$ cat config.mk
export PLATFORM = sky130hd
export DESIGN_NAME = spike_median_ema_filter_flat
export DESIGN_NICKNAME = d
export VERILOG_FILES = /design/src/hdl/smef_pkg.sv /design/src/hdl/smef_req_if.sv /design/src/hdl/smef_rsp_if.sv /design/src/hdl/smef_cell.sv /design/src/hdl/smef_ema.sv /design/src/hdl/spike_median_ema_filter.sv /design/src/flat_wrapper.sv
export SDC_FILE = /design/constraint.sdc
export NUM_CORES = 1
export LEC_CHECK = 0
export BUFFER_PORTS_ARGS = -buffer_cell sky130_fd_sc_hd__buf_4
export CORE_MARGIN = 5
export CORE_UTILIZATION = 50
export DETAILED_ROUTE_END_ITERATION = 6
export PLACE_DENSITY_LB_ADDON = 0.1
export REMOVE_ABC_BUFFERS = 1
export SYNTH_ARGS = -nofsm -noshare
export SYNTH_HDL_FRONTEND = slang
export SYNTH_HIERARCHICAL = 1
export SYNTH_SLANG_ARGS = --single-unit
$ cat constraint.sdc
create_clock -name clock -period 13.1 [get_ports clock]
set_input_delay 0 -clock clock [delete_from_list [all_inputs] [get_ports clock]]
set_output_delay 0 -clock clock [all_outputs]
set_load 0.005 [all_outputs]
$ cat src/hdl/smef_pkg.sv
// Shared constants and types of the spike/median/EMA filter.
package smef_pkg;

   // Configuration register layout
   localparam int THRESH_BITS   = 12;
   localparam int ALPHA_BITS    = 9;
   localparam int CSR_DATA_BITS = 12;
   localparam int CSR_IDX_BITS  = 1;

   localparam logic [CSR_IDX_BITS-1:0] CSR_SPIKE_THRESHOLD = 1'b0;
   localparam logic [CSR_IDX_BITS-1:0] CSR_EMA_ALPHA       = 1'b1;

   localparam logic [THRESH_BITS-1:0] THRESH_RESET = 12'd20;
   localparam logic [ALPHA_BITS-1:0]  ALPHA_RESET  = 9'd51;
   localparam logic [ALPHA_BITS-1:0]  ALPHA_ONE    = 9'd256;

   // Fractional bits of the moving average
   localparam int FRAC_BITS = 8;

   // Compare flags a window cell reports against the current candidate
   typedef struct packed {
      logic below;
      logic same;
   } smef_cell_flags_type;

   // Controls of the averaging unit
   typedef struct packed {
      logic mul_en;
      logic add_en;
      logic seed;
   } smef_ema_ctrl_type;

endpackage

$ cat src/hdl/smef_req_if.sv
// Request channel: one raw ADC sample per item.
interface smef_req_if #(
   parameter int SAMPLE_BITS = 12
);
   logic                   valid;
   logic                   ready;
   logic [SAMPLE_BITS-1:0] sample;

   modport source (output valid, output sample, input ready);
   modport sink   (input valid, input sample, output ready);
endinterface

$ cat src/hdl/smef_rsp_if.sv
// Response channel: filtered value, spike flag and window median.
interface smef_rsp_if #(
   parameter int SAMPLE_BITS = 12
);
   logic                   valid;
   logic                   ready;
   logic [SAMPLE_BITS-1:0] filtered;
   logic                   spike_seen;
   logic [SAMPLE_BITS-1:0] median_value;

   modport source (output valid, output filtered, output spike_seen,
                   output median_value, input ready);
   modport sink   (input valid, input filtered, input spike_seen,
                   input median_value, output ready);
endinterface

$ cat src/hdl/smef_cell.sv
// One window cell: holds a sample, shifts to its neighbor, compares to the candidate.
module smef_cell #(
   parameter int SAMPLE_BITS = 12
) (
   input  logic                          clock,
   input  logic                          reset,
   input  logic                          shift_en,
   input  logic [SAMPLE_BITS-1:0]        data_in,
   input  logic                          valid_in,
   input  logic [SAMPLE_BITS-1:0]        cand,
   output logic [SAMPLE_BITS-1:0]        data_out,
   output logic                          valid_out,
   output smef_pkg::smef_cell_flags_type flags_out
);

   logic [SAMPLE_BITS-1:0]        data_ff;
   logic                          valid_ff;
   smef_pkg::smef_cell_flags_type flags_ff;
   smef_pkg::smef_cell_flags_type flags_in;

   // sample and occupancy move one cell down the chain when shifting
   always_ff @(posedge clock) begin
      if (reset) begin
         valid_ff <= 1'b0;
      end else if (shift_en) begin
         valid_ff <= valid_in;
      end
   end

   always_ff @(posedge clock) begin
      if (shift_en) begin
         data_ff <= data_in;
      end
   end

   // compare against the candidate seen this cycle
   always_comb begin
      flags_in.below = valid_ff && (data_ff < cand);
      flags_in.same  = valid_ff && (data_ff == cand);
   end

   always_ff @(posedge clock) begin
      flags_ff <= flags_in;
   end

   assign data_out  = data_ff;
   assign valid_out = valid_ff;
   assign flags_out = flags_ff;

endmodule

$ cat src/hdl/smef_ema.sv
// Moving average unit: 12.8 fixed point, multiply then accumulate.
module smef_ema #(
   parameter int SAMPLE_BITS = 12
) (
   input  logic                                clock,
   input  logic                                reset,
   input  smef_pkg::smef_ema_ctrl_type         ctrl,
   input  logic [SAMPLE_BITS-1:0]              med,
   input  logic [smef_pkg::ALPHA_BITS-1:0]     alpha,
   output logic [SAMPLE_BITS-1:0]              avg_int
);

   localparam int AW = SAMPLE_BITS + smef_pkg::FRAC_BITS;
   localparam int DW = AW + 1;
   localparam int PW = DW + smef_pkg::ALPHA_BITS + 1;

   logic [AW-1:0]        avg_ff;
   logic [AW-1:0]        avg_in;
   logic signed [DW-1:0] diff;
   logic signed [PW-1:0] prod;
   logic signed [PW-1:0] prod_ff;
   logic signed [PW-1:0] step_full;
   logic signed [DW-1:0] step_s;
   logic signed [DW-1:0] avg_sum;

   // x*256 - y, then alpha times that
   assign diff = $signed({1'b0, med, {smef_pkg::FRAC_BITS{1'b0}}})
               - $signed({1'b0, avg_ff});
   assign prod = diff * $signed({1'b0, alpha});

   always_ff @(posedge clock) begin
      if (ctrl.mul_en) begin
         prod_ff <= prod;
      end
   end

   // arithmetic shift floors toward minus infinity
   assign step_full = prod_ff >>> smef_pkg::FRAC_BITS;
   assign step_s    = step_full[DW-1:0];
   assign avg_sum   = $signed({1'b0, avg_ff}) + step_s;

   always_comb begin
      avg_in = avg_ff;
      if (ctrl.seed) begin
         avg_in = {med, {smef_pkg::FRAC_BITS{1'b0}}};
      end else if (ctrl.add_en) begin
         avg_in = avg_sum[AW-1:0];
      end
   end

   always_ff @(posedge clock) begin
      if (reset) begin
         avg_ff <= '0;
      end else begin
         avg_ff <= avg_in;
      end
   end

   assign avg_int = avg_ff[AW-1:smef_pkg::FRAC_BITS];

endmodule

$ cat src/hdl/spike_median_ema_filter.sv
// Top level: spike rejection, rotating-window median and moving average.
//
// Each request carries one ADC sample. The sample is spike-checked against
// the last good value and shifted into a chain of WINDOW cells. The median
// is then found by rotating the chain once around: each cycle the sample at
// the tail is the candidate, every cell compares against it, and the counts
// are checked against the median rank in the following cycle. A request
// passes from acceptance through the rotation of the chain, a state to
// check the last candidate, one each for the average's multiply and add,
// and one to load the response register. A new request is accepted once
// the previous one has reached the response register, even while that
// response still waits to be taken. Registers may be written at any time
// the block is idle; no clearing pass is needed after reset.
module spike_median_ema_filter #(
   parameter int WINDOW      = 15,
   parameter int SAMPLE_BITS = 12
) (
   input  logic                                  clock,
   input  logic                                  reset,
   smef_req_if.sink                              req_bus,
   smef_rsp_if.source                            rsp_bus,
   input  logic                                  csr_we,
   input  logic [smef_pkg::CSR_IDX_BITS-1:0]     csr_index,
   input  logic [smef_pkg::CSR_DATA_BITS-1:0]    csr_wdata
);

   localparam int CW    = $clog2(WINDOW + 1);
   localparam int SW    = $clog2(WINDOW);
   localparam int CMP_W = (SAMPLE_BITS > smef_pkg::THRESH_BITS) ?
                          SAMPLE_BITS : smef_pkg::THRESH_BITS;

   typedef enum logic [5:0] {
      S_IDLE = 6'b000001,
      S_RANK = 6'b000010,
      S_TAIL = 6'b000100,
      S_MUL  = 6'b001000,
      S_ADD  = 6'b010000,
      S_LOAD = 6'b100000
   } state_type;

   state_type state_ff, state_in;

   logic [smef_pkg::THRESH_BITS-1:0] thresh_ff;
   logic [smef_pkg::ALPHA_BITS-1:0]  alpha_ff;
   logic [smef_pkg::ALPHA_BITS-1:0]  alpha_sat;

   logic [SAMPLE_BITS-1:0] last_good_ff;
   logic                   primed_ff;
   logic [CW-1:0]          fill_count_ff;
   logic [SW-1:0]          step_ff;
   logic                   first_ff;
   logic                   spike_ff;

   logic                   accept;
   logic [SAMPLE_BITS-1:0] ref_val;
   logic [SAMPLE_BITS-1:0] delta;
   logic                   spike;
   logic [SAMPLE_BITS-1:0] used;

   logic [SAMPLE_BITS-1:0]        cell_data  [WINDOW];
   logic [WINDOW-1:0]             cell_valid;
   smef_pkg::smef_cell_flags_type cell_flags [WINDOW];
   logic [WINDOW-1:0]             below_vec;
   logic [WINDOW-1:0]             same_vec;
   logic                          shift_en;
   logic [SAMPLE_BITS-1:0]        head_data;
   logic                          head_valid;

   logic [SAMPLE_BITS-1:0] cand_ff;
   logic                   cand_vld_ff;
   logic                   chk_ff;
   logic [CW-1:0]          rank;
   logic [CW-1:0]          below_cnt;
   logic [CW-1:0]          same_cnt;
   logic [CW:0]            upper_cnt;
   logic                   hit;
   logic [SAMPLE_BITS-1:0] med_ff;

   smef_pkg::smef_ema_ctrl_type ema_ctrl;
   logic [SAMPLE_BITS-1:0]      avg_int;

   logic                   rsp_valid_ff;
   logic [SAMPLE_BITS-1:0] rsp_filtered_ff;
   logic                   rsp_spike_ff;
   logic [SAMPLE_BITS-1:0] rsp_median_ff;
   logic                   rsp_load;

   // configuration registers
   always_ff @(posedge clock) begin
      if (reset) begin
         thresh_ff <= smef_pkg::THRESH_RESET;
         alpha_ff  <= smef_pkg::ALPHA_RESET;
      end else if (csr_we) begin
         case (csr_index)
            smef_pkg::CSR_SPIKE_THRESHOLD: thresh_ff <= csr_wdata[smef_pkg::THRESH_BITS-1:0];
            smef_pkg::CSR_EMA_ALPHA:       alpha_ff  <= csr_wdata[smef_pkg::ALPHA_BITS-1:0];
            default: ;
         endcase
      end
   end

   assign alpha_sat = (alpha_ff > smef_pkg::ALPHA_ONE) ? smef_pkg::ALPHA_ONE : alpha_ff;

   // request handshake
   assign req_bus.ready = (state_ff == S_IDLE);
   assign accept        = req_bus.valid && req_bus.ready;

   // spike check; the first sample is its own reference
   assign ref_val = primed_ff ? last_good_ff : req_bus.sample;
   assign delta   = (req_bus.sample > ref_val) ? (req_bus.sample - ref_val)
                                               : (ref_val - req_bus.sample);
   assign spike   = CMP_W'(delta) > CMP_W'(thresh_ff);
   assign used    = spike ? last_good_ff : req_bus.sample;

   always_ff @(posedge clock) begin
      if (reset) begin
         last_good_ff  <= '0;
         primed_ff     <= 1'b0;
         fill_count_ff <= '0;
      end else if (accept) begin
         last_good_ff <= used;
         primed_ff    <= 1'b1;
         if (fill_count_ff < CW'(WINDOW)) begin
            fill_count_ff <= fill_count_ff + 1'b1;
         end
      end
   end

   always_ff @(posedge clock) begin
      if (accept) begin
         first_ff <= !primed_ff;
         spike_ff <= spike;
      end
   end

   // cell chain: load on accept, rotate during the rank search
   assign shift_en   = accept || (state_ff == S_RANK);
   assign head_data  = accept ? used : cell_data[WINDOW-1];
   assign head_valid = accept ? 1'b1 : cell_valid[WINDOW-1];

   for (genvar k = 0; k < WINDOW; k++) begin : g_cell
      logic [SAMPLE_BITS-1:0] din;
      logic                   vin;
      if (k == 0) begin : g_head
         assign din = head_data;
         assign vin = head_valid;
      end else begin : g_body
         assign din = cell_data[k-1];
         assign vin = cell_valid[k-1];
      end

      smef_cell #(
         .SAMPLE_BITS (SAMPLE_BITS)
      ) u_cell (
         .clock     (clock),
         .reset     (reset),
         .shift_en  (shift_en),
         .data_in   (din),
         .valid_in  (vin),
         .cand      (cell_data[WINDOW-1]),
         .data_out  (cell_data[k]),
         .valid_out (cell_valid[k]),
         .flags_out (cell_flags[k])
      );

      assign below_vec[k] = cell_flags[k].below;
      assign same_vec[k]  = cell_flags[k].same;
   end

   // candidate registered alongside the cell flags
   always_ff @(posedge clock) begin
      cand_ff     <= cell_data[WINDOW-1];
      cand_vld_ff <= cell_valid[WINDOW-1];
   end

   always_ff @(posedge clock) begin
      if (reset) begin
         chk_ff <= 1'b0;
      end else begin
         chk_ff <= (state_ff == S_RANK);
      end
   end

   // rank test: below <= rank < below + same
   assign rank      = fill_count_ff >> 1;
   assign below_cnt = CW'($countones(below_vec));
   assign same_cnt  = CW'($countones(same_vec));
   assign upper_cnt = {1'b0, below_cnt} + {1'b0, same_cnt};
   assign hit       = chk_ff && cand_vld_ff && (below_cnt <= rank)
                      && ({1'b0, rank} < upper_cnt);

   always_ff @(posedge clock) begin
      if (hit) begin
         med_ff <= cand_ff;
      end
   end

   // sequencer
   always_comb begin
      state_in = state_ff;
      case (state_ff)
         S_IDLE: if (accept) state_in = S_RANK;
         S_RANK: if (step_ff == SW'(WINDOW - 1)) state_in = S_TAIL;
         S_TAIL: state_in = S_MUL;
         S_MUL:  state_in = S_ADD;
         S_ADD:  state_in = S_LOAD;
         S_LOAD: if (rsp_load) state_in = S_IDLE;
         default: state_in = S_IDLE;
      endcase
   end

   always_ff @(posedge clock) begin
      if (reset) begin
         state_ff <= S_IDLE;
         step_ff  <= '0;
      end else begin
         state_ff <= state_in;
         if (state_ff == S_RANK) begin
            step_ff <= (step_ff == SW'(WINDOW - 1)) ? '0 : step_ff + 1'b1;
         end
      end
   end

   // averaging unit: first median seeds it, later ones multiply then add once
   always_comb begin
      ema_ctrl.mul_en = (state_ff == S_MUL);
      ema_ctrl.add_en = (state_ff == S_ADD) && !first_ff;
      ema_ctrl.seed   = (state_ff == S_MUL) && first_ff;
   end

   smef_ema #(
      .SAMPLE_BITS (SAMPLE_BITS)
   ) u_ema (
      .clock   (clock),
      .reset   (reset),
      .ctrl    (ema_ctrl),
      .med     (med_ff),
      .alpha   (alpha_sat),
      .avg_int (avg_int)
   );

   // response register; the load stage waits here for a free slot
   assign rsp_load = (state_ff == S_LOAD) && (!rsp_valid_ff || rsp_bus.ready);

   always_ff @(posedge clock) begin
      if (reset) begin
         rsp_valid_ff <= 1'b0;
      end else if (rsp_load) begin
         rsp_valid_ff <= 1'b1;
      end else if (rsp_bus.ready) begin
         rsp_valid_ff <= 1'b0;
      end
   end

   always_ff @(posedge clock) begin
      if (rsp_load) begin
         rsp_filtered_ff <= avg_int;
         rsp_spike_ff    <= spike_ff;
         rsp_median_ff   <= med_ff;
      end
   end

   assign rsp_bus.valid        = rsp_valid_ff;
   assign rsp_bus.filtered     = rsp_filtered_ff;
   assign rsp_bus.spike_seen   = rsp_spike_ff;
   assign rsp_bus.median_value = rsp_median_ff;

   // checks
   a_fill_matches_cells: assert property (@(posedge clock) disable iff (reset)
      fill_count_ff == CW'($countones(cell_valid)))
      else $error("fill count disagrees with occupied cells");

   a_accept_starts_rank: assert property (@(posedge clock) disable iff (reset)
      accept |=> (state_ff == S_RANK) && (step_ff == '0))
      else $error("rank search did not start after request");

   a_spike_keeps_last_good: assert property (@(posedge clock) disable iff (reset)
      accept && spike |=> last_good_ff == $past(last_good_ff))
      else $error("spike changed last good sample");

   a_rsp_after_add: assert property (@(posedge clock) disable iff (reset)
      $rose(rsp_valid_ff) |-> $past(state_ff == S_LOAD))
      else $error("response raised outside the load stage");

endmodule
$ cat src/flat_wrapper.sv
// flat-port wrapper written by rule: the top's interface ports become plain ports
module spike_median_ema_filter_flat 
#(
   parameter int WINDOW      = 15,
   parameter int SAMPLE_BITS = 12
)
  (clock, reset, csr_we, csr_index, csr_wdata, req_bus_valid, req_bus_sample, req_bus_ready, rsp_bus_valid, rsp_bus_filtered, rsp_bus_spike_seen, rsp_bus_median_value, rsp_bus_ready);
  smef_req_if #(.SAMPLE_BITS(SAMPLE_BITS)) req_bus_i ();
  smef_rsp_if #(.SAMPLE_BITS(SAMPLE_BITS)) rsp_bus_i ();
  input  logic clock;
  input  logic reset;
  input  logic csr_we;
  input  logic [smef_pkg::CSR_IDX_BITS-1:0] csr_index;
  input  logic [smef_pkg::CSR_DATA_BITS-1:0] csr_wdata;
  input wire logic [$bits(req_bus_i.valid)-1:0] req_bus_valid;
  input wire logic [$bits(req_bus_i.sample)-1:0] req_bus_sample;
  output wire logic [$bits(req_bus_i.ready)-1:0] req_bus_ready;
  output wire logic [$bits(rsp_bus_i.valid)-1:0] rsp_bus_valid;
  output wire logic [$bits(rsp_bus_i.filtered)-1:0] rsp_bus_filtered;
  output wire logic [$bits(rsp_bus_i.spike_seen)-1:0] rsp_bus_spike_seen;
  output wire logic [$bits(rsp_bus_i.median_value)-1:0] rsp_bus_median_value;
  input wire logic [$bits(rsp_bus_i.ready)-1:0] rsp_bus_ready;
  assign req_bus_i.valid = req_bus_valid;
  assign req_bus_i.sample = req_bus_sample;
  assign req_bus_ready = req_bus_i.ready;
  assign rsp_bus_valid = rsp_bus_i.valid;
  assign rsp_bus_filtered = rsp_bus_i.filtered;
  assign rsp_bus_spike_seen = rsp_bus_i.spike_seen;
  assign rsp_bus_median_value = rsp_bus_i.median_value;
  assign rsp_bus_i.ready = rsp_bus_ready;
  spike_median_ema_filter #(.WINDOW(WINDOW), .SAMPLE_BITS(SAMPLE_BITS)) u_core (.clock(clock), .reset(reset), .req_bus(req_bus_i), .rsp_bus(rsp_bus_i), .csr_we(csr_we), .csr_index(csr_index), .csr_wdata(csr_wdata));
endmodule
Yosys cells after proc, flatten, opt, wreduce, memory -nomap -nowiden. Index checks and enable logic that the tools add are counted.

Register bits after elaboration: 374. Bits in latches: 0. Memory bits (writable): 0. Bits in read-only memories: 0. Output and inout port bits: 27. Logic and storage cells: 224. Memories kept: 0.

$add $sub $neg: 35. $mul: 1. Div/mod/pow operators: 0. Magnitude comparators: 21. Eq/ne operators: 24. Shifts and indexed selects: 0. Multiplexer cells: 15. Bitwise logic cells: 1. Reduce and logical (&&, ||, !) cells: 48.

Operators by type and width (number): 12-bit less-than comparator (15); 12-bit == test (14); 4-bit adder (12); 12-bit 2-to-1 mux (4); 20-bit 2-to-1 mux (2); 1-bit logical AND (36); 6-bit case mux with 6 select lines (1); 1-bit by 1-bit adder with 2-bit output (14); 21-bit by 10-bit multiplier with 28-bit output (1); 12-bit greater-than comparator (2); 12-bit subtractor (2); 20-bit by 20-bit subtractor with 21-bit output (1); 20-bit adder (1); 6-bit 2-to-1 mux (3); 9-bit greater-than comparator (second input constant) (1); 9-bit 2-to-1 mux (1); 4-bit by 1-bit adder with 4-bit output (2); 4-bit by 1-bit adder with 4-bit output (second input constant) (2); 6-bit by 1-bit == test with 1-bit output (second input constant) (1); 6-bit by 2-bit == test with 1-bit output (second input constant) (1); 6-bit by 3-bit == test with 1-bit output (second input constant) (1); 6-bit by 4-bit == test with 1-bit output (second input constant) (1); 6-bit by 5-bit == test with 1-bit output (second input constant) (1); 6-bit == test (second input constant) (1); 16 further kinds (25).

Longest topological paths before layout. Gate-level depths: netlist of the first run.

Depth in word-level cells: 7. Gate-level depth with buffers: 28. Gate-level depth less buffers: 28.

Hierarchy. The synthesis of the first run kept the hierarchy.

Modules (own cells, without submodules): smef_cell (times used 15, cells an instance 59, area each 742.0 um^2); smef_ema (times used 1, cells an instance 1039, area each 9135.0 um^2); spike_median_ema_filter (times used 1, cells an instance 651, area each 6139.6 um^2).

Worst setup path before layout of the first run. OpenSTA, ideal clock, no wires.

Kind: reg2reg. Start point: register u_core.g_cell[5].u_cell.flags_ff (netlist bit u_core/g_cell[5].u_cell/flags_out[1]). End point: register u_core.med_ff[0], enable pin. Arrival time: 7.292 ns. Required time: 12.688 ns. Setup slack: 5.396 ns. Stages on the path, launching flop included: 22. Period minus slack after synthesis: 7.704 ns. Cell sequence: dfxtp_1 > fa_1 > fa_1 > fa_1 > inv_1 > fa_1 > inv_1 > fa_1 > fa_1 > inv_1 > fa_1 > fa_1 > fa_1 > inv_1 > ha_1 > fa_1 > inv_1 > ha_1 > a21o_1 > a21oi_1 > a21oi_1 > nor4_1.

Longest elaborated chain between the ends: 7.

RTL lines: from (decl) (RTL line smef_cell.sv:18) `smef_pkg::smef_cell_flags_type flags_ff;`; from (signal assigned) (RTL line smef_cell.sv:43) `flags_ff <= flags_in;`; 1-bit by 1-bit adder with 2-bit output (implied by the code) (*) (RTL line spike_median_ema_filter.sv:186) `assign below_cnt = CW'($countones(below_vec));`; 4-bit adder (implied by the code) (*) (3 in series) (RTL line spike_median_ema_filter.sv:186); 4-bit by 4-bit adder with 5-bit output or 4-bit by 3-bit <= comparator with 1-bit output (tied branches) (RTL line spike_median_ema_filter.sv:188, spike_median_ema_filter.sv:189); 3-bit by 5-bit less-than comparator with 1-bit output or 1-bit logical AND (tied branches) (RTL line spike_median_ema_filter.sv:190, spike_median_ema_filter.sv:189); 1-bit logical AND (*) (RTL line spike_median_ema_filter.sv:190) `&& ({1'b0, rank} < upper_cnt);`; named net u_core.hit (RTL line spike_median_ema_filter.sv:76) `logic hit;`; to (signal assigned) (RTL line spike_median_ema_filter.sv:194) `med_ff <= cand_ff;`; to (decl) (RTL line spike_median_ema_filter.sv:77) `logic [SAMPLE_BITS-1:0] med_ff;`.

The timed path passes the listed nets; every way through them passes the cells marked *. A chain may end at the register's enable or synchronous reset.

Final worst setup path of the first run.
Start point: register u_core.u_ema.avg_ff[0]. End point: register u_core.u_ema.prod_ff[26] (data pin).

Longest elaborated chain between the ends: 2.

RTL lines: from (decl) (RTL line smef_ema.sv:17) `logic [AW-1:0] avg_ff;`; from (signal assigned) (RTL line smef_ema.sv:55) `avg_ff <= avg_in;`; 20-bit by 20-bit subtractor with 21-bit output (RTL line smef_ema.sv:28) `- $signed({1'b0, avg_ff});`; 21-bit by 10-bit multiplier with 28-bit output (RTL line smef_ema.sv:29) `assign prod = diff * $signed({1'b0, alpha});`; named net u_core.u_ema.prod[26] (RTL line smef_ema.sv:20) `logic signed [PW-1:0] prod;`; to (signal assigned) (RTL line smef_ema.sv:33) `prod_ff <= prod;`; to (decl) (RTL line smef_ema.sv:21) `logic signed [PW-1:0] prod_ff;`.

The timed path passes the listed nets, and every way through them passes these cells.

==> impl_results.md, run 1 <==
* Commonest register cell after synthesis: edfxtp_1
* Min-delay worst type: in -> reg
* Router iterations before antenna repair at 5
* Root buffer cell: clkbuf_16
* Final Max Tran Viols at 0
* Register area share after synthesis at 36.89%
* Sw Ratio at 33.91%
* Internal power at 2.676 mW
* Post_cts resized at 0
* Detailed router's first-iteration violation count at 1,049
* Final #Nets at 3,182
* Worst slew margin at 7.085%
* PwrDens at 138.7 nW/um^2
* Tcrit/Tclk final at 59.46%
* Share of cells above drive strength 1 at 7.421%
* Required @ worst endpoint at 13.39 ns
* Num CTS Buffers at 40
* Syn avg cell area at 10.25 um^2
* GPL Wtd Cong at 0.8507
* Via Count at 18,376
* CTS HTree Levels at 2
* HPWL after detailed placement at 45,120 um
* Finish-stage setup viols at 0
* Ys async rst share at 0%
* Leakage Power at 13.11 nW
* Cell Rows at 84
* Status: completed
* Post-synth cell types at 81
* CTS tree: done
* Die Area at 57,500 um^2
* Synthesized area at 26,400 um^2
* Worst skew pair latency at 0.56 ns
* Clock network fraction of design power at 27.8%
* Critical Path Fanout Max at 13
* Clock Path Buffers at 3
* Tmin final at 7.790 ns
* Post-layout util at 55.68%
* Die height at 239.8 um
* Maximum clock frequency at 128.4 MHz
* Fin. Hold Viols at 0
* Worst Tran Pin Value at 1.394 ns
* Initial antenna violation count at 1
* Worst-path clk slew at 0.06 ns
* Setup crit start kind: register
* Fin Clk Skew at 0.01732 ns
* Max Cap Viol at 0
* Die width at 239.8 um
* Largest net degree at the start of global routing at 196
* Area delta synth->final at 10.60%
* Yosys reg bits at 367
* Yosys warnings at 6
* Setup bufs post-CTS at 0
* Comb pwr share at 32.3%
* CP Class: reg -> reg
* Port Buffer Count at 56
* RSZ-0062 raised after global routing: no
* Part of the power in registers at 39.9%
* CP Capture Type: register
* Residual DRC at 0
* Per-cell routed wire length at 17.99 um
* Core region area at 52,450 um^2
* CTS Sinks at 367
* EDFF count, synth at 239
* Initial Util at 50.35%
* P_sw at 1.373 mW
* Number of global-route vias before repair at 18,713
* Setup TNS at 0 ns
* Total wire length at 60,870 um
* Global-route wire length before repair at 98,660 um
* GR Overflow Total at 0
* Via/cell ratio at 5.430
* IO Count at 57
* Hold-fix buffers, CTS at 36
* Post-Synthesis Cells at 2,575
* GRT Util Overall at 21.39%
* Antenna-violating nets left at 0
* VDD IR-drop max at 0.1175 mV
* Worst EP arrival at 8.08 ns
## routing by layer
metal  vias to the layer above  global-route usage (%)  routed length, um  part of all wire (%)
met3                        86                   3.305               2453                   4.0
met4                         0                   4.565               1127                   1.9
met5                         -                       0                  0                     0
met2                       316                   34.53              27720                    46
met1                      9055                   30.87              29580                    49
li1                       8919                       -                  -                     -
## layout make-up
cell class              instances  area (um^2)
multi-input cells            1675        14580
well taps                     688        860.8
repair buffers                114        958.4
inverters                     465         1745
clock buffers                  62         1216
clock inverters                12        101.3
fillers                      4578        23240
flip-flops and latches        367         9739
diodes                          1        2.502
## registers in the layout (all words and copies together), names as in the netlist, 12 cells and up
name	count
u_core/cand_ff	12
u_core/g_cell.u_cell/data_out	180
u_core/g_cell.u_cell/flags_out	30
u_core/g_cell.u_cell/valid_out	15
u_core/last_good_ff	12
u_core/med_ff	12
u_core/rsp_bus.filtered	12
u_core/rsp_bus.median_value	12
u_core/thresh_ff	12
u_core/u_ema/avg_ff	20
u_core/u_ema/prod_ff	20
## placed cells by master (no fill, tap or decap), types with 11 or more instances in the layout
master           n
a21o_1          50
xnor2_1         45
nand3_1         83
edfxtp_1       239
clkbuf_16       42
ha_1           321
nor2b_1         28
inv_1          462
fa_1           168
o21ai_1         16
o21ai_0         31
a21boi_0        11
a31oi_1         16
dlygate4sd3_1   36
nand2b_1        15
a21oi_1        162
or2b_1          15
a211oi_1        23
nand4_1         38
and2_1          97
mux2i_1         36
clkbuf_1        11
o211ai_1        19
buf_4           77
nor2_1          83
nand2_1        211
nor3_1          21
xor2_1          22
nor4_1          20
dfxtp_1        128
a2111oi_2       15
## worst paths after layout
check	from	endpoint	slack [ns]	cells after the start
worst max-delay path	u_core/u_ema/avg_ff[0]	u_core/u_ema/prod_ff[26]	5.31	25
worst min-delay path	csr_wdata[0]	u_core/alpha_ff[0]	0.24	4
worst max register to register	u_core/u_ema/avg_ff[0]	u_core/u_ema/prod_ff[26]	5.31	25
worst min register to register	u_core/cand_ff[8]	u_core/med_ff[8]	0.40	0
## critical path, cell delays in order, from the launching register on
cell	delay, ns
dfxtp_1	0.42
nor4_1	0.67
nand4_1	0.26
nand2_1	0.19
nand2_1	0.07
nand2_1	0.07
a211oi_1	0.07
nor3_1	0.79
nand2_1	0.19
fa_1	0.57
inv_1	0.05
fa_1	0.52
fa_1	0.46
fa_1	0.55
inv_1	0.05
fa_1	0.53
inv_1	0.04
ha_1	0.35
a21o_1	0.20
a21o_1	0.18
a21o_1	0.18
a2111oi_0	0.43
o31ai_1	0.21
and3_1	0.24
o21ai_0	0.15
a21oi_1	0.08
## per-stage QoR
| step | hold slack [ns] | cells | power, mW | worst slack [ns] | cell area [um^2] |
|---|---|---|---|---|---|
| after floorplan | 0.06786 | 2507 | 2.581 | 5.396 | 26040 |
| after global placement | 0.2138 | 3273 | 2.885 | 5.723 | 27520 |
| after detailed placement | 0.2190 | 3273 | 2.935 | 5.410 | 27520 |
| after CTS | 0.2077 | 3383 | 4.088 | 5.344 | 29200 |
| after global routing | 0.2338 | 3384 | 4.333 | 4.689 | 29200 |
| final | 0.2418 | 3384 | 4.050 | 5.310 | 29200 |
## cell families (layout without fill, tap and decap cells)
logic type | Yosys count | in the layout | synth area share (%)
other cells | 0 | 1 | 0
simple gates | 662 | 662 | 12.61
mux | 37 | 37 | 1.407
buf+inv | 533 | 653 | 8.008
xor+xnor | 68 | 68 | 2.284
fa+ha+maj | 489 | 489 | 27.95
compound gates | 419 | 419 | 10.86
flops | 367 | 367 | 36.89
## cell usage after synthesis, types with 13 or more instances
cell type    n  area share (%)
a21o_1      50             1.4
edfxtp_1   239              27
nand2b_1    15            0.36
nand2_1    212             3.0
ha_1       321              15
xnor2_1     45             1.5
o21ai_0     31            0.59
a2111oi_2   15            0.85
nor3_1      21            0.40
buf_4       13            0.37
inv_1      462             6.6
dfxtp_1    128             9.7
a211oi_1    23            0.65
nand3_1     83             1.6
nor2_1      84             1.2
nor4_1      21            0.50
and2_1      97             2.3
nand4_1     38            0.90
mux2i_1     36             1.4
o21ai_1     16            0.30
or2b_1      15            0.43
nor2b_1     33            0.78
clkbuf_1    32            0.45
o211ai_1    19            0.54
a31oi_1     16            0.38
fa_1       168              13
a21oi_1    162             3.1
xor2_1      22            0.73
## power groups by stage
stage	clock, mW	combinational, mW	sequential (mW)
6_report	1.13	1.31	1.62
5_1_grt	1.20	1.50	1.63
4_1_cts	1.16	1.31	1.62
3_5_place_dp	0	1.30	1.64
3_3_place_gp	0	1.25	1.63
2_1_floorplan	0	0.974	1.61
No activity file was read; power rests on OpenSTA's default activity.
==> run 2, diff against run 1 <==
==> constraint.sdc (replaced) <==
create_clock -name clock -period 7.31 [get_ports clock]
set_input_delay 0 -clock clock [delete_from_list [all_inputs] [get_ports clock]]
set_output_delay 0 -clock clock [all_outputs]
set_load 0.005 [all_outputs]
==> impl_results.md, run 2 (same netlist as run 1, synthesis figures left out) <==
* Status: completed
* Internal power at 4.863 mW (+82%)
* CP Class: reg -> reg
* Number of global-route vias before repair at 18,879 (+0.89%)
* Final Max Tran Viols at 0 (unchanged)
* Max Cap Viol at 0 (unchanged)
* Worst slew margin at 19.73% (+13 points)
* Die Area at 57,500 um^2 (unchanged)
* Max reg flops at 180 (unchanged)
* Routed wl met2 at 28,000 um (+1.0%)
* Clock Path Buffers at 3 (unchanged)
* Total wire length at 60,910 um (about the same)
* Maximum clock frequency at 142.1 MHz (+11%)
* Port Buffer Count at 56 (unchanged)
* Tcrit/Tclk final at 96.27% (+37 points)
* Die width at 239.8 um (unchanged)
* Final hold slack at 0.2590 ns (+0.01725 ns)
* Core region area at 52,450 um^2 (unchanged)
* Max layer used: met4
* Root buffer cell: clkbuf_16
* WP buf/inv at 5 (+2)
* Area of the multi-input gates at 14,650 um^2 (+0.51%)
* Clock network fraction of design power at 28.4% (+0.6 points)
* GR Overflow Total at 0 (unchanged)
* Required @ worst endpoint at 7.61 ns (-5.78 ns)
* Worst EP arrival at 7.34 ns (-0.74 ns)
* Flip-flop and latch area at 9739 um^2 (unchanged)
* Setup crit start kind: register
* IO Count at 57 (unchanged)
* CTS Sinks at 367 (unchanged)
* Cell Rows at 84 (unchanged)
* Design Area, Final at 29,500 um^2 (+1.0%)
* CP max stage cell: fa_1
* Critical Path Fanout Max at 8 (-5)
* Per-cell routed wire length at 17.88 um (-0.61%)
* Area delta synth->final at 11.73%
* Worst skew pair latency at 0.56 ns (about the same)
* Fin Clk Skew at 0.01105 ns (-0.006274 ns)
* Largest net degree at the start of global routing at 78 (-60%)
* Global-route wire length before repair at 98,810 um (+0.15%)
* CTS tree: done
* Post-layout util at 56.25% (+0.57 points)
* CTS HTree Levels at 2 (unchanged)
* Crit-path max cell delay at 0.52 ns (-0.27 ns)
* Tmin final at 7.037 ns (-0.7525 ns)
* Fillcell total at 4,518 (-1.3%)
* Initial antenna violation count at 2 (+1)
* Part of the power in registers at 39.1% (-0.8 points)
* Via/cell ratio at 5.465 (+0.64%)
* Finish-stage setup viols at 0 (unchanged)
* Area post-placement at 27,650 um^2 (+0.45%)
* Via Count at 18,619 (+1.3%)
* VDD IR-drop max at 0.2240 mV (+91%)
* Share of cells above drive strength 1 at 8.536% (+1.1 points)
* Worst Tran Pin Value at 1.204 ns (-0.1896 ns)
* Most frequent cells in the layout: inv_1, ha_1, edfxtp_1, nand2_1, fa_1
* Detailed router's first-iteration violation count at 1,151 (+9.7%)
* Router iterations before antenna repair at 5 (unchanged)
* Leakage Power at 13.24 nW (+1.0%)
* Die height at 239.8 um (unchanged)
* Comb pwr share at 32.4% (about the same)
* CP top delay family: adder cells
* HPWL after detailed placement at 45,420 um (+0.66%)
* P_sw at 2.521 mW (+84%)
* Residual DRC at 0 (unchanged)
* Fin. Hold Viols at 0 (unchanged)
* CP Capture Type: register
* Initial Util at 50.35% (unchanged)
* GPL Wtd Cong at 0.8349 (-1.9%)
* Num CTS Buffers at 40 (unchanged)
* Final #Nets at 3,205 (+0.72%)
* Met1 wire length at 29,190 um (-1.3%)
* Sw Ratio at 34.14% (+0.23 points)
* Worst-path clk slew at 0.06 ns (about the same)
* GRT Util Overall at 21.41% (about the same)
* PwrDens at 250.3 nW/um^2 (+80%)
* Min-delay worst type: in -> reg
* Antenna-violating nets left at 0 (unchanged)
* Most used cell, CP: fa_1
* Most common cell after layout, fill and taps aside: inv_1
* Met3 wire length at 2755 um (+12%)
[run 2: changes by cell type in the layout (fill, tap and decap cells not counted), moves of 3 or more]
cell / previous run / this run
a21oi_2: 3 / 6
dlygate4sd3_1: 36 / 39
clkbuf_1: 11 / 4
clkinvlp_4: 0 / 4
a21oi_1: 162 / 159
inv_6: 2 / 5
buf_4: 77 / 97
[run 2: final timing paths]
| kind | cells past startpoint | start | slack, ns | to |
|---|---|---|---|---|
| hold reg to reg | 0 | u_core/cand_ff[8] | 0.40 | u_core/med_ff[8] |
| setup reg to reg | 26 | u_core/u_ema/avg_ff[12] | 0.27 | u_core/u_ema/prod_ff[26] |
| setup / recovery | 26 | u_core/u_ema/avg_ff[12] | 0.27 | u_core/u_ema/prod_ff[26] |
| hold / removal | 4 | csr_wdata[6] | 0.26 | u_core/alpha_ff[6] |
[run 2: final cells by class]
class / count / share of cell area, %
antenna: 1 / 0.008482
clock buffer: 53 / 3.940
clock inverter: 21 / 0.7040
inverter: 465 / 5.917
multi-input combinational: 1675 / 49.67
sequential: 367 / 33.01
tap: 688 / 2.918
timing repair buffer: 137 / 3.830
[run 2: power groups by stage]
stage          clock network [mW]  registers, mW  logic, mW
6_report                     2.10           2.89       2.40
5_1_grt                      2.25           2.93       2.73
4_1_cts                      2.15           2.89       2.36
3_5_place_dp                    0           2.93       2.32
3_3_place_gp                    0           2.92       2.23
2_1_floorplan                   0           2.88       1.75
[run 2: stage by stage]
| step | setup slack (ns) | std cells | setup TNS [ns] | power (mW) |
|---|---|---|---|---|
| after floorplan | -0.3943 | 2507 | -4.732 | 4.625 |
| after global placement | 0.3417 | 3292 | 0 | 5.152 |
| after detailed placement | 0.1614 | 3292 | 0 | 5.253 |
| after CTS | 0.1107 | 3405 | 0 | 7.396 |
| after global routing | -0.01629 | 3406 | -0.01629 | 7.902 |
| final | 0.2729 | 3407 | 0 | 7.384 |
[run 2: worst min-delay path, delay by kind of cell]
family	cells	cell delay, ns
AOI/OAI and AO/OA	1	0.10
and+or+nand+nor	1	0.04
buffers and inverters	2	0.63
[run 2: timing repair]
action | in CTS | in global routing
hold buffers | 39 | 0
setup endpoints to repair | 0 | 6
endpoints found under the hold margin | 71 | 0
setup buffers | 0 | 1
gates resized for setup | 0 | 16
[run 2: routing by layer]
layer,vias to the layer above,GRT usage (%)
met1,9172,30.92
met4,0,4.669
met3,69,2.913
met5,-,0
li1,8964,-
met2,414,34.77
